`config.mk`:
```
export PLATFORM = sky130hd
export DESIGN_NAME = radix_digit_emitter_core
export DESIGN_NICKNAME = d
export VERILOG_FILES = /design/src/hw/rtl/rde_pkg.sv /design/src/hw/rtl/rde_divider.sv /design/src/hw/rtl/rde_alpha_store.sv /design/src/hw/rtl/rde_digit_buf.sv /design/src/hw/rtl/radix_digit_emitter_core.sv
export SDC_FILE = /design/constraint.sdc
export NUM_CORES = 1
export LEC_CHECK = 0
export BUFFER_PORTS_ARGS = -buffer_cell sky130_fd_sc_hd__buf_2
export CORE_AREA = 2 2 375 377
export CTS_CLUSTER_DIAMETER = 150
export DETAILED_ROUTE_END_ITERATION = 6
export DIE_AREA = 0 0 377 379
export PLACE_DENSITY_LB_ADDON = 0.2
export SLEW_MARGIN = 25
export SYNTH_ARGS = -nofsm -noshare
export SYNTH_HDL_FRONTEND = slang
export SYNTH_SLANG_ARGS = --single-unit
export TNS_END_PERCENT = 50
```
`constraint.sdc`:
```
create_clock -name clk -period 5.3 [get_ports clk]
set_input_delay 0.53 -clock clk [delete_from_list [all_inputs] [get_ports clk]]
set_output_delay 0.53 -clock clk [all_outputs]
set_load 0.02 [all_outputs]
```
`src/hw/rtl/rde_pkg.sv`:
```
`timescale 1ns / 1ps

package rde_pkg;

    localparam int STORE_DEPTH = 64;
    localparam int ADDR_W      = 6;
    localparam int SYM_W       = 8;
    localparam int LEN_W       = 7;
    localparam int VAL_W       = 32;
    localparam int DIG_MAX     = 32;
    localparam int DIG_AW      = 5;
    localparam int CNT_W       = 6;
    localparam int MAX_RADIX   = 64;

    localparam logic [SYM_W-1:0] SYM_LOW   = 8'd32;
    localparam logic [SYM_W-1:0] SYM_HIGH  = 8'd126;
    localparam logic [SYM_W-1:0] SYM_PLUS  = 8'd43;
    localparam logic [SYM_W-1:0] SYM_MINUS = 8'd45;

    localparam logic REQ_WRITE   = 1'b0;
    localparam logic REQ_CONVERT = 1'b1;

    localparam logic STATUS_OK  = 1'b0;
    localparam logic STATUS_BAD = 1'b1;

    typedef struct packed {
        logic             start;
        logic [VAL_W-1:0] dividend;
        logic [LEN_W-1:0] divisor;
    } div_req_t;

    typedef struct packed {
        logic             done;
        logic [VAL_W-1:0] quotient;
        logic [LEN_W-1:0] remainder;
    } div_rsp_t;

endpackage

```
`src/hw/rtl/rde_divider.sv`:
```
`timescale 1ns / 1ps

module rde_divider
    import rde_pkg::*;
(
    input  logic     clk,
    input  logic     rst_n,
    input  div_req_t req,
    output div_rsp_t rsp
);

    logic             run_reg, run_next;
    logic             done_reg, done_next;
    logic [4:0]       cnt_reg, cnt_next;
    logic [VAL_W-1:0] quo_reg, quo_next;
    logic [LEN_W-1:0] rem_reg, rem_next;
    logic [LEN_W-1:0] dsr_reg, dsr_next;
    logic [LEN_W:0]   rem_shift;
    logic [LEN_W:0]   trial;

    // one restoring step a cycle
    assign rem_shift = {rem_reg, quo_reg[VAL_W-1]};
    assign trial     = rem_shift - {1'b0, dsr_reg};

    always_comb
    begin
        run_next  = run_reg;
        done_next = 1'b0;
        cnt_next  = cnt_reg;
        quo_next  = quo_reg;
        rem_next  = rem_reg;
        dsr_next  = dsr_reg;
        if (req.start)
        begin
            run_next = 1'b1;
            cnt_next = '0;
            quo_next = req.dividend;
            rem_next = '0;
            dsr_next = req.divisor;
        end
        else if (run_reg)
        begin
            if (rem_shift >= {1'b0, dsr_reg})
            begin
                rem_next = trial[LEN_W-1:0];
                quo_next = {quo_reg[VAL_W-2:0], 1'b1};
            end
            else
            begin
                rem_next = rem_shift[LEN_W-1:0];
                quo_next = {quo_reg[VAL_W-2:0], 1'b0};
            end
            cnt_next = cnt_reg + 5'd1;
            if (cnt_reg == 5'd31)
            begin
                run_next  = 1'b0;
                done_next = 1'b1;
            end
        end
    end

    always_ff @(posedge clk or negedge rst_n)
    begin
        if (!rst_n)
        begin
            run_reg  <= 1'b0;
            done_reg <= 1'b0;
            cnt_reg  <= '0;
        end
        else
        begin
            run_reg  <= run_next;
            done_reg <= done_next;
            cnt_reg  <= cnt_next;
        end
    end

    always_ff @(posedge clk)
    begin
        quo_reg <= quo_next;
        rem_reg <= rem_next;
        dsr_reg <= dsr_next;
    end

    assign rsp.done      = done_reg;
    assign rsp.quotient  = quo_reg;
    assign rsp.remainder = rem_reg;

endmodule

```
`src/hw/rtl/rde_alpha_store.sv`:
```
`timescale 1ns / 1ps

module rde_alpha_store
    import rde_pkg::*;
(
    input  logic              clk,
    input  logic              rst_n,
    input  logic              wr_en,
    input  logic [ADDR_W-1:0] wr_addr,
    input  logic [SYM_W-1:0]  wr_data,
    input  logic [ADDR_W-1:0] rd_addr,
    output logic [SYM_W-1:0]  rd_data
);

    logic [SYM_W-1:0]       mem [STORE_DEPTH];
    logic [STORE_DEPTH-1:0] vld_reg;
    logic [SYM_W-1:0]       rd_data_reg;
    logic                   rd_vld_reg;

    always_ff @(posedge clk)
    begin
        if (wr_en)
        begin
            mem[wr_addr] <= wr_data;
        end
        rd_data_reg <= mem[rd_addr];
    end

    // entries never written read as zero
    always_ff @(posedge clk or negedge rst_n)
    begin
        if (!rst_n)
        begin
            vld_reg    <= '0;
            rd_vld_reg <= 1'b0;
        end
        else
        begin
            if (wr_en)
            begin
                vld_reg[wr_addr] <= 1'b1;
            end
            rd_vld_reg <= vld_reg[rd_addr];
        end
    end

    assign rd_data = rd_vld_reg ? rd_data_reg : '0;

endmodule

```
`src/hw/rtl/rde_digit_buf.sv`:
```
`timescale 1ns / 1ps

module rde_digit_buf
    import rde_pkg::*;
(
    input  logic              clk,
    input  logic              wr_en,
    input  logic [DIG_AW-1:0] wr_addr,
    input  logic [ADDR_W-1:0] wr_data,
    input  logic [DIG_AW-1:0] rd_addr,
    output logic [ADDR_W-1:0] rd_data
);

    logic [ADDR_W-1:0] mem [DIG_MAX];
    logic [ADDR_W-1:0] rd_data_reg;

    always_ff @(posedge clk)
    begin
        if (wr_en)
        begin
            mem[wr_addr] <= wr_data;
        end
        rd_data_reg <= mem[rd_addr];
    end

    assign rd_data = rd_data_reg;

endmodule

```
`src/hw/rtl/radix_digit_emitter_core.sv`:
```
`timescale 1ns / 1ps
// write word: busy stays low, no result
// convert word: each alphabet entry is read then tested, then the bit-serial
// divider gives each digit, then each digit is read back, mapped to its symbol
// and emitted, one word at a time while busy is high
// results are strobed for one cycle each, the receiver cannot stall
// rst_n clears the alphabet to zeros and alphabet_length to 0

module radix_digit_emitter_core
    import rde_pkg::*;
(
    input  logic              clk,
    input  logic              rst_n,
    input  logic              start,
    output logic              busy,
    input  logic              req_type,
    input  logic [ADDR_W-1:0] entry_index,
    input  logic [SYM_W-1:0]  entry_symbol,
    input  logic [VAL_W-1:0]  value,
    input  logic              cfg_valid,
    output logic              cfg_ready,
    input  logic [LEN_W-1:0]  cfg_data,
    output logic              result_valid,
    output logic [SYM_W-1:0]  digit_symbol,
    output logic              status,
    output logic              last
);

    localparam logic [2:0] S_IDLE     = 3'd0;
    localparam logic [2:0] S_CHK_RD   = 3'd1;
    localparam logic [2:0] S_CHK_TST  = 3'd2;
    localparam logic [2:0] S_DIV_GO   = 3'd3;
    localparam logic [2:0] S_DIV_WAIT = 3'd4;
    localparam logic [2:0] S_EM_RD    = 3'd5;
    localparam logic [2:0] S_EM_SYM   = 3'd6;
    localparam logic [2:0] S_EM_OUT   = 3'd7;

    logic [2:0]        state_reg, state_next;
    logic [LEN_W-1:0]  alen_reg;
    logic [VAL_W-1:0]  val_reg, val_next;
    logic [ADDR_W-1:0] idx_reg, idx_next;
    logic [CNT_W-1:0]  ndig_reg, ndig_next;
    logic [DIG_AW-1:0] k_reg, k_next;
    logic [127:0]      seen_reg, seen_next;
    logic              res_vld_reg, res_vld_next;
    logic [SYM_W-1:0]  res_sym_reg, res_sym_next;
    logic              res_st_reg, res_st_next;
    logic              res_last_reg, res_last_next;

    logic              accept;
    logic              alpha_wr;
    logic [ADDR_W-1:0] alpha_raddr;
    logic [SYM_W-1:0]  alpha_rdata;
    logic              dbuf_wr;
    logic [ADDR_W-1:0] dbuf_rdata;
    div_req_t          div_req;
    div_rsp_t          div_rsp;
    logic              len_bad;
    logic              sym_bad;
    logic [CNT_W-1:0]  ndig_inc;

    assign accept    = start && !busy;
    assign alpha_wr  = accept && (req_type == REQ_WRITE);
    assign busy      = (state_reg != S_IDLE);
    assign cfg_ready = 1'b1;

    assign len_bad = (alen_reg < LEN_W'(2)) || (alen_reg > LEN_W'(MAX_RADIX))
                     || (alen_reg > LEN_W'(STORE_DEPTH));

    assign sym_bad = (alpha_rdata < SYM_LOW) || (alpha_rdata > SYM_HIGH)
                     || (alpha_rdata == SYM_PLUS) || (alpha_rdata == SYM_MINUS)
                     || seen_reg[alpha_rdata[6:0]];

    assign ndig_inc = ndig_reg + CNT_W'(1);

    always_comb
    begin
        case (state_reg)
            S_EM_SYM: alpha_raddr = dbuf_rdata;
            default:  alpha_raddr = idx_reg;
        endcase
    end

    assign div_req.start    = (state_reg == S_DIV_GO);
    assign div_req.dividend = val_reg;
    assign div_req.divisor  = alen_reg;
    assign dbuf_wr          = (state_reg == S_DIV_WAIT) && div_rsp.done;

    always_comb
    begin
        state_next    = state_reg;
        val_next      = val_reg;
        idx_next      = idx_reg;
        ndig_next     = ndig_reg;
        k_next        = k_reg;
        seen_next     = seen_reg;
        res_vld_next  = 1'b0;
        res_sym_next  = res_sym_reg;
        res_st_next   = res_st_reg;
        res_last_next = res_last_reg;
        case (state_reg)
            S_IDLE:
            begin
                if (accept && (req_type == REQ_CONVERT))
                begin
                    val_next  = value;
                    idx_next  = '0;
                    ndig_next = '0;
                    seen_next = '0;
                    if (len_bad)
                    begin
                        res_vld_next  = 1'b1;
                        res_sym_next  = '0;
                        res_st_next   = STATUS_BAD;
                        res_last_next = 1'b1;
                    end
                    else
                    begin
                        state_next = S_CHK_RD;
                    end
                end
            end
            S_CHK_RD:
            begin
                state_next = S_CHK_TST;
            end
            S_CHK_TST:
            begin
                if (sym_bad)
                begin
                    res_vld_next  = 1'b1;
                    res_sym_next  = '0;
                    res_st_next   = STATUS_BAD;
                    res_last_next = 1'b1;
                    state_next    = S_IDLE;
                end
                else
                begin
                    seen_next[alpha_rdata[6:0]] = 1'b1;
                    if ({1'b0, idx_reg} == alen_reg - LEN_W'(1))
                    begin
                        state_next = S_DIV_GO;
                    end
                    else
                    begin
                        idx_next   = idx_reg + ADDR_W'(1);
                        state_next = S_CHK_RD;
                    end
                end
            end
            S_DIV_GO:
            begin
                state_next = S_DIV_WAIT;
            end
            S_DIV_WAIT:
            begin
                if (div_rsp.done)
                begin
                    ndig_next = ndig_inc;
                    val_next  = div_rsp.quotient;
                    if ((div_rsp.quotient != '0) && (ndig_inc < CNT_W'(DIG_MAX)))
                    begin
                        state_next = S_DIV_GO;
                    end
                    else
                    begin
                        k_next     = ndig_reg[DIG_AW-1:0];
                        state_next = S_EM_RD;
                    end
                end
            end
            S_EM_RD:
            begin
                state_next = S_EM_SYM;
            end
            S_EM_SYM:
            begin
                state_next = S_EM_OUT;
            end
            S_EM_OUT:
            begin
                res_vld_next  = 1'b1;
                res_sym_next  = alpha_rdata;
                res_st_next   = STATUS_OK;
                res_last_next = (k_reg == '0);
                if (k_reg == '0)
                begin
                    state_next = S_IDLE;
                end
                else
                begin
                    k_next     = k_reg - DIG_AW'(1);
                    state_next = S_EM_RD;
                end
            end
            default:
            begin
                state_next = S_IDLE;
            end
        endcase
    end

    always_ff @(posedge clk or negedge rst_n)
    begin
        if (!rst_n)
        begin
            state_reg   <= S_IDLE;
            alen_reg    <= '0;
            seen_reg    <= '0;
            res_vld_reg <= 1'b0;
        end
        else
        begin
            state_reg   <= state_next;
            seen_reg    <= seen_next;
            res_vld_reg <= res_vld_next;
            if (cfg_valid && cfg_ready)
            begin
                alen_reg <= cfg_data;
            end
        end
    end

    always_ff @(posedge clk)
    begin
        val_reg      <= val_next;
        idx_reg      <= idx_next;
        ndig_reg     <= ndig_next;
        k_reg        <= k_next;
        res_sym_reg  <= res_sym_next;
        res_st_reg   <= res_st_next;
        res_last_reg <= res_last_next;
    end

    rde_alpha_store u_alpha_store (
        .clk     (clk),
        .rst_n   (rst_n),
        .wr_en   (alpha_wr),
        .wr_addr (entry_index),
        .wr_data (entry_symbol),
        .rd_addr (alpha_raddr),
        .rd_data (alpha_rdata)
    );

    rde_digit_buf u_digit_buf (
        .clk     (clk),
        .wr_en   (dbuf_wr),
        .wr_addr (ndig_reg[DIG_AW-1:0]),
        .wr_data (div_rsp.remainder[ADDR_W-1:0]),
        .rd_addr (k_reg),
        .rd_data (dbuf_rdata)
    );

    rde_divider u_divider (
        .clk   (clk),
        .rst_n (rst_n),
        .req   (div_req),
        .rsp   (div_rsp)
    );

    assign result_valid = res_vld_reg;
    assign digit_symbol = res_sym_reg;
    assign status       = res_st_reg;
    assign last         = res_last_reg;

endmodule

```
==> key figures, run 1 <==
Placed design
  • IO buf count: 69
  • Gpl congestion: 0.796
  • Place WS: 1.44 ns
  • DP Wirelength: 68.4 mm

Clocking
  • CTS Buf Count: 109
  • Clk_lat worst skew: 0.74 ns
  • CTS resizes: 0
  • CTS root buf: clkbuf_16
  • # H-tree levels: 3
  • TritonCTS clock tree: built
  • Clock Path Buffers: 3
  • CTS clk-pin slew, worst paths: 0.06 ns
  • Clock sink count: 1002

Yosys
  • Synthesized cell area: 41300 µm²
  • Synth unique cells: 70
  • Synth Instances: 3150
  • Top FF cell, synth: edfxtp_1
  • Sequential share of the synthesized area: 70.1%
  • Asr flop ratio synth: 17.9%
  • Post-synth EDFFs: 802
  • Syn Area/Cell: 13.1 µm²
  • Register bit count reported by yosys: 1002
  • Mapped Nets: 3226
  • Synth warn: 0

GRT
  • Initial antenna violation count: 7
  • First-pass GRT wire length: 170 mm
  • Vias in the first global route: 25200
  • Global route overflow: 0
  • Largest net degree at the start of global routing: 113
  • GRT Overall Usage: 15.8%

Pwr
  • P_leak: 17.0 nW
  • Pwr dens: 506 nW/µm²
  • VDD IR max: 0.367 mV

Worst setup path
  • Worst r2r src: state_reg[0]$_DFFE_PN0P_
  • Kind of critical path: reg2reg
  • CP Capture Type: flip-flop
  • CP Cell Sequence: nand3b_1 > buf_4 > mux2i_2 > nor2_1 > nand2_1 > o22ai_1 > nor4_1 > a22o_1
  • Critical path's slowest cell: nor4_1
  • Worst reg2reg path endpoint: u_alpha_store.rd_data_reg[1]$_DFF_P_
  • R2R Setup Slk: 1.33 ns
  • R2r worst-path depth: 8
  • CP peak stage delay: 0.72 ns
  • Critical path buffers and inverters: 1
  • CP delay by family, top: simple AND/OR/NAND/NOR gates
  • Max FO, Critical Path: 11
  • Worst EP required: 5.90 ns
  • CP Launch Type: flip-flop
  • Worst EP arrival: 4.58 ns

Floorplan
  • Die Ht: 379 µm
  • I/O pin count: 71
  • Initial core utilization: 29.8%
  • CORE AREA: 139000 µm²
  • Die area: 143000 µm²
  • DIE WIDTH: 377 µm
  • Core Rows: 137

STA
  • Setup TNS: 0 ns
  • Fmax: 252 MHz
  • Minimum clock period: 3.97 ns
  • Final Hold Viols: 0
  • RSZ-0062 raised after global routing: no
  • Fin Clk Skew: 0.0369 ns
  • Final worst slack: 1.33 ns
  • Period utilization: 75.0%
  • Pins Over Slew Limit: 0
  • Actual slew at the worst max-slew pin: 1.03 ns
  • Slew margin rel.: 31.2%
  • Final setup violation count: 0

Hold path
  • Tightest Hold Check Type: in2reg
  • Hold wc startpoint: value[11]
  • WHS Endpoint: val_reg[11]$_DFFE_PP_
  • Hold path cells: 3

Final layout
  • Final Net Count: 3288
  • Fillers: 13600
  • Commonest non-fill, non-tap cell in the layout: edfxtp_1
  • Layout cells sized above 1: 14.6%
  • Layout area overhead: 14.6%
  • Max reg flops: 512
  • Most frequent cells in the layout: 802 x edfxtp_1, 776 x nand2_1, 178 x dfrtp_1, 171 x nand3_1, 151 x nor2_1

Detailed routing
  • Vias per cell: 4.93
  • Final ANT Viol Nets: 0
  • Via Count: 25200
  • Detailed Route Iter0 Violations: 2024
  • DR DRC count: 0
  • WL/cell: 22.2 µm
  • Final wirelength: 113 mm
  • 1st-pass router iterations: 7

Run
  • Max Cap Viol: 0

Run status
  • Status: completed
## how the worst max path moves through the flow
stage,start,end,slack [ns],depth (start not counted)
5_1_grt,state_reg[0]$_DFFE_PN0P_,u_alpha_store.rd_vld_reg$_DFF_PN0_,1.19,9
3_5_place_dp,state_reg[0]$_DFFE_PN0P_,u_alpha_store.rd_vld_reg$_DFF_PN0_,1.44,9
4_1_cts,state_reg[0]$_DFFE_PN0P_,u_alpha_store.rd_vld_reg$_DFF_PN0_,1.40,9
3_3_place_gp,state_reg[0]$_DFFE_PN0P_,u_alpha_store.rd_vld_reg$_DFF_PN0_,1.41,9
2_1_floorplan,state_reg[0]$_DFFE_PN0P_,ndig_reg[0]$_SDFFCE_PN0P_,1.08,5
6_report,state_reg[0]$_DFFE_PN0P_,u_alpha_store.rd_data_reg[1]$_DFF_P_,1.33,8
## cells in the mapped netlist, types with 10 or more instances
cell type / n / share of area [%]
mux2i_1: 48 / 1.2
o21ai_0: 94 / 1.1
o221ai_1: 10 / 0.21
mux2_2: 16 / 0.44
inv_1: 32 / 0.29
a31oi_1: 44 / 0.67
nor3_1: 17 / 0.21
xnor2_1: 16 / 0.34
clkbuf_1: 112 / 1.0
nand2_1: 776 / 7.0
buf_1: 23 / 0.21
nand4_1: 15 / 0.23
dfrtp_1: 179 / 11
and3_1: 58 / 0.88
nand3_1: 172 / 2.1
o22ai_1: 35 / 0.53
edfxtp_1: 802 / 58
dfxtp_1: 21 / 1.0
nand2b_1: 16 / 0.24
a21oi_1: 96 / 1.2
nand3b_1: 22 / 0.40
or2_2: 66 / 1.0
nor4_1: 22 / 0.33
mux4_2: 90 / 4.9
ha_1: 17 / 0.51
o21ai_1: 21 / 0.25
buf_2: 39 / 0.47
o31ai_1: 22 / 0.40
nor2_1: 154 / 1.4
## cell type report
cell class | count | area, µm² | share of cell area, %
Sequential cell | 1002 | 29000 | 61.2
Multi-Input combinational cell | 1933 | 11500 | 24.3
Clock buffer | 149 | 3000 | 6.34
Tap cell | 1807 | 2260 | 4.77
Timing Repair Buffer | 133 | 943 | 1.99
Clock inverter | 58 | 510 | 1.08
Inverter | 33 | 124 | 0.262
Antenna cell | 1 | 2.50 | 0.00528
## report_power, final
| part | internal [mW] | leakage [nW] | switching (mW) | total (mW) |
|---|---|---|---|---|
| logic | 2.06 | 5.42 | 4.12 | 6.18 |
| registers | 9.55 | 9.83 | 0.746 | 10.3 |
| clock network | 4.26 | 1.71 | 3.20 | 7.46 |
| total | 15.9 | 17.0 | 8.07 | 23.9 |
## metrics by stage
stage                     hold slack, ns  instances  instance area, µm²  utilization [%]  power (mW)
after CTS                        0.00520       5114               47300             34.1        24.2
after global routing              0.0399       5115               47400             34.1        25.2
after floorplan                    0.234       3150               41300                -        14.2
after global placement             0.449       4902               43800             31.5        16.7
after detailed placement           0.449       4902               43800             31.5        16.7
final                             0.0709       5116               47400             34.1        23.9
## cells by family (layout without fill, tap and decap cells)
family,after synthesis,in the layout,share of synthesized area [%]
multiplexers,155,155,6.54
AND/OR/NAND/NOR,1360,1360,14.6
flip-flops,1002,1002,70.1
buffers and inverters,215,373,2.20
XOR/XNOR,24,24,0.509
adder cells (fa/ha/maj),18,18,0.563
other,1,2,0.00907
AO/OA/AOI/OAI,375,375,5.45
## layer usage
layer	wire [µm]	GRT usage (%)
met1	54100	22.8
met2	52000	24.7
met3	4570	2.27
met4	2770	4.62
met5	0	0
## worst min-delay path, stage by stage
cell and delay, ns:
buf_2 0.07, nand2_1 0.04, nand2_1 0.06
## what timing repair did
item | 4_1_cts | 5_1_grt
hold buffers | 5 | 0
endpoints found under the hold margin | 111 | 0
setup buffers | 0 | 0
Power figures use the tool's default switching activity.
==> run 2, diff against run 1 <==
ABC_AREA = 1   (was default)
CORE_AREA = 2 2 382 384   (was 2 2 375 377)
DIE_AREA = 0 0 384 386   (was 0 0 377 379)
clock period = 3.4 ns   (was 5.3 ns; I/O delays follow)
==> key figures, run 2 <==
Final layout
  • Max reg flops: 512 (unchanged)
  • Post-route cell area: 50700 µm² (+7.1%)
  • Layout cells sized above 1: 10.9% (-3.7 points)
  • Most frequent cells in the layout: 802 x edfxtp_1, 695 x nor2_1, 664 x nand2_1, 441 x o21ai_0, 317 x nand3_1
  • Commonest non-fill, non-tap cell in the layout: edfxtp_1
  • Layout area overhead: 17.7%
  • Final Net Count: 4296 (+31%)

STA
  • Final worst slack: 0.396 ns (-0.929 ns)
  • Fmax: 333 MHz (+32%)
  • Final setup violation count: 0 (unchanged)
  • Period utilization: 88.4% (+13 points)
  • Pins Over Slew Limit: 0 (unchanged)
  • Setup TNS: 0 ns (unchanged)
  • Slew margin rel.: 39.0% (+7.8 points)
  • RSZ-0062 raised after global routing: no
  • Actual slew at the worst max-slew pin: 0.914 ns (-0.114 ns)
  • Final Hold Viols: 0 (unchanged)
  • Fin Clk Skew: 0.0281 ns (-0.00883 ns)
  • Minimum clock period: 3.00 ns (-0.971 ns)

Floorplan
  • Die area: 148000 µm² (+3.7%)
  • I/O pin count: 71 (unchanged)
  • DIE WIDTH: 384 µm (+1.9%)
  • Initial core utilization: 29.8% (+0.044 points)
  • Core Rows: 140 (+2.2%)
  • CORE AREA: 145000 µm² (+4.1%)
  • Die Ht: 386 µm (+1.8%)

Yosys
  • Biggest area consumer among synthesized cells: edfxtp_1
  • Syn Area/Cell: 10.6 µm² (-19%)
  • Top FF cell, synth: edfxtp_1
  • Asr flop ratio synth: 17.9% (unchanged)
  • Synth Instances: 4069 (+29%)
  • Most frequent cell after synthesis: edfxtp_1
  • Commonest cells post-synth: 802 x edfxtp_1, 696 x nor2_1, 666 x nand2_1, 441 x o21ai_0, 320 x nand3_1
  • Register bit count reported by yosys: 1002 (unchanged)
  • Synth warn: 0 (unchanged)
  • Synth unique cells: 43 (-39%)
  • Sequential share of the synthesized area: 67.3% (-2.9 points)
  • Post-synth top area share: 55.9% (-2.4 points)
  • Top post-synthesis cells by area: edfxtp_1 56%, dfrtp_1 10%, nor2_1 6.1%
  • Post-synth EDFFs: 802 (unchanged)
  • Mapped Nets: 4145 (+28%)
  • Synthesized cell area: 43100 µm² (+4.2%)

Pwr
  • P_leak: 18.6 nW (+9.6%)
  • VDD IR max: 0.403 mV (+9.8%)
  • Overall Power: 25.8 mW (+7.8%)
  • Pwr dens: 509 nW/µm² (+0.65%)

Worst setup path
  • Worst EP required: 4.07 ns (-1.83 ns)
  • CP Capture Type: flip-flop
  • Worst EP arrival: 3.67 ns (-0.91 ns)
  • CP Launch Type: flip-flop
  • Kind of critical path: reg2reg
  • Max FO, Critical Path: 70 (+59)

Clocking
  • CTS Buf Count: 112 (+2.8%)
  • CTS resizes: 0 (unchanged)
  • CTS root buf: clkbuf_16
  • Post-CTS Setup Inserts: 0 (unchanged)
  • Clock Path Buffers: 3 (unchanged)
  • Clock sink count: 1002 (unchanged)
  • # H-tree levels: 3 (unchanged)
  • Clk_lat worst skew: 0.73 ns (about the same)
  • CTS clk-pin slew, worst paths: 0.06 ns (about the same)
  • TritonCTS clock tree: built

Placed design
  • Place WS: 0.367 ns (-1.07 ns)
  • DP Wirelength: 72.2 mm (+5.6%)
  • Gpl congestion: 0.823 (+3.3%)
  • Placed inst area: 46500 µm² (+6.3%)
  • IO buf count: 69 (unchanged)

GRT
  • GRT Overall Usage: 16.4% (+0.59 points)
  • Largest net degree at the start of global routing: 101 (-11%)
  • Global route overflow: 0 (unchanged)
  • Vias in the first global route: 29600 (+17%)
  • First-pass GRT wire length: 188 mm (+10%)
  • Initial antenna violation count: 6 (-1)

Detailed routing
  • WL/cell: 19.6 µm (-12%)
  • Via Count: 30300 (+20%)
  • Vias per cell: 4.86 (-1.3%)
  • Detailed Route Iter0 Violations: 2248 (+11%)
  • DR DRC count: 0 (unchanged)
  • Final ANT Viol Nets: 0 (unchanged)
  • Final wirelength: 122 mm (+7.6%)
  • 1st-pass router iterations: 6 (-1)

Run status
  • Status: completed

Run
  • Max Cap Viol: 0 (unchanged)

Hold path
  • Tightest Hold Check Type: in2reg
run 2: layer usage:
metal	routed length [µm]	global-route usage, %
met1	58000	23.3
met2	55500	25.9
met3	5570	2.65
met4	2930	4.52
met5	55	0
run 2: layout make-up:
| cell class | count | area (µm²) |
|---|---|---|
| Clock buffer | 149 | 3060 |
| Antenna cell | 3 | 7.51 |
| Clock inverter | 59 | 633 |
| Sequential cell | 1002 | 29000 |
| Multi-Input combinational cell | 2625 | 12400 |
| Timing Repair Buffer | 296 | 2540 |
| Tap cell | 1917 | 2400 |
| Fill cell | 14400 | 93800 |
| Inverter | 183 | 693 |
run 2: logic make-up after synthesis:
kind of cell / synth area share, %
compound gates: 11.0
xor+xnor: 0.285
fa+ha+maj: 0.540
buf+inv: 4.17
flops: 67.3
mux: 0.0523
other cells: 0.00871
simple gates: 16.7
run 2: repair_timing:
item,in CTS,in global routing
endpoints found under the setup margin,0,0
endpoints found under the hold margin,120,0
hold buffers,50,0
run 2: final timing paths:
| path | from | endpoint | slack, ns | cells past startpoint |
|---|---|---|---|---|
| min reg2reg | alen_reg[5]$_DFFE_PN0P_ | u_divider.dsr_reg[5]$_DFFE_PP_ | 0.45 | 0 |
| max | state_reg[0]$_DFFE_PN0P_ | u_alpha_store.rd_data_reg[3]$_DFF_P_ | 0.40 | 13 |
| min in group asynchronous | rst_n | seen_reg[71]$_DFFE_PN0P_ | 0.23 | 2 |
| min | cfg_valid | alen_reg[3]$_DFFE_PN0P_ | 0.07 | 2 |
| max reg2reg | state_reg[0]$_DFFE_PN0P_ | u_alpha_store.rd_data_reg[3]$_DFF_P_ | 0.40 | 13 |
| max in group asynchronous | rst_n | u_alpha_store.vld_reg[34]$_DFFE_PN0P_ | 2.24 | 3 |
run 2: report_power, final:
part	leakage (nW)	internal, mW	switching [mW]
sequential	9.60	13.2	0.0101
clock	1.80	7.22	5.04
combinational	7.18	0.0967	0.242
run 2: worst max-delay path: stages (launching register included):
cell and delay [ns]:
dfrtp_1 0.41, inv_1 0.13, nand3_2 0.34, nand2_1 0.18, o21ai_2 0.11, clkinv_4 0.09, buf_12 0.29, buf_12 0.27
o21ai_0 0.12, o211ai_1 0.28, nand3_1 0.18, nand3_1 0.22, nand3_1 0.20, nand2_1 0.09
run 2: per-stage QoR:
stage | hold slack, ns | util [%] | cells
floorplan | 0.0444 | - | 4069
global placement | 0.432 | 32.2 | 5973
detailed placement | 0.434 | 32.2 | 5973
CTS | 0.0104 | 35.1 | 6231
global route | 0.0344 | 35.1 | 6232
finish | 0.0737 | 35.1 | 6234
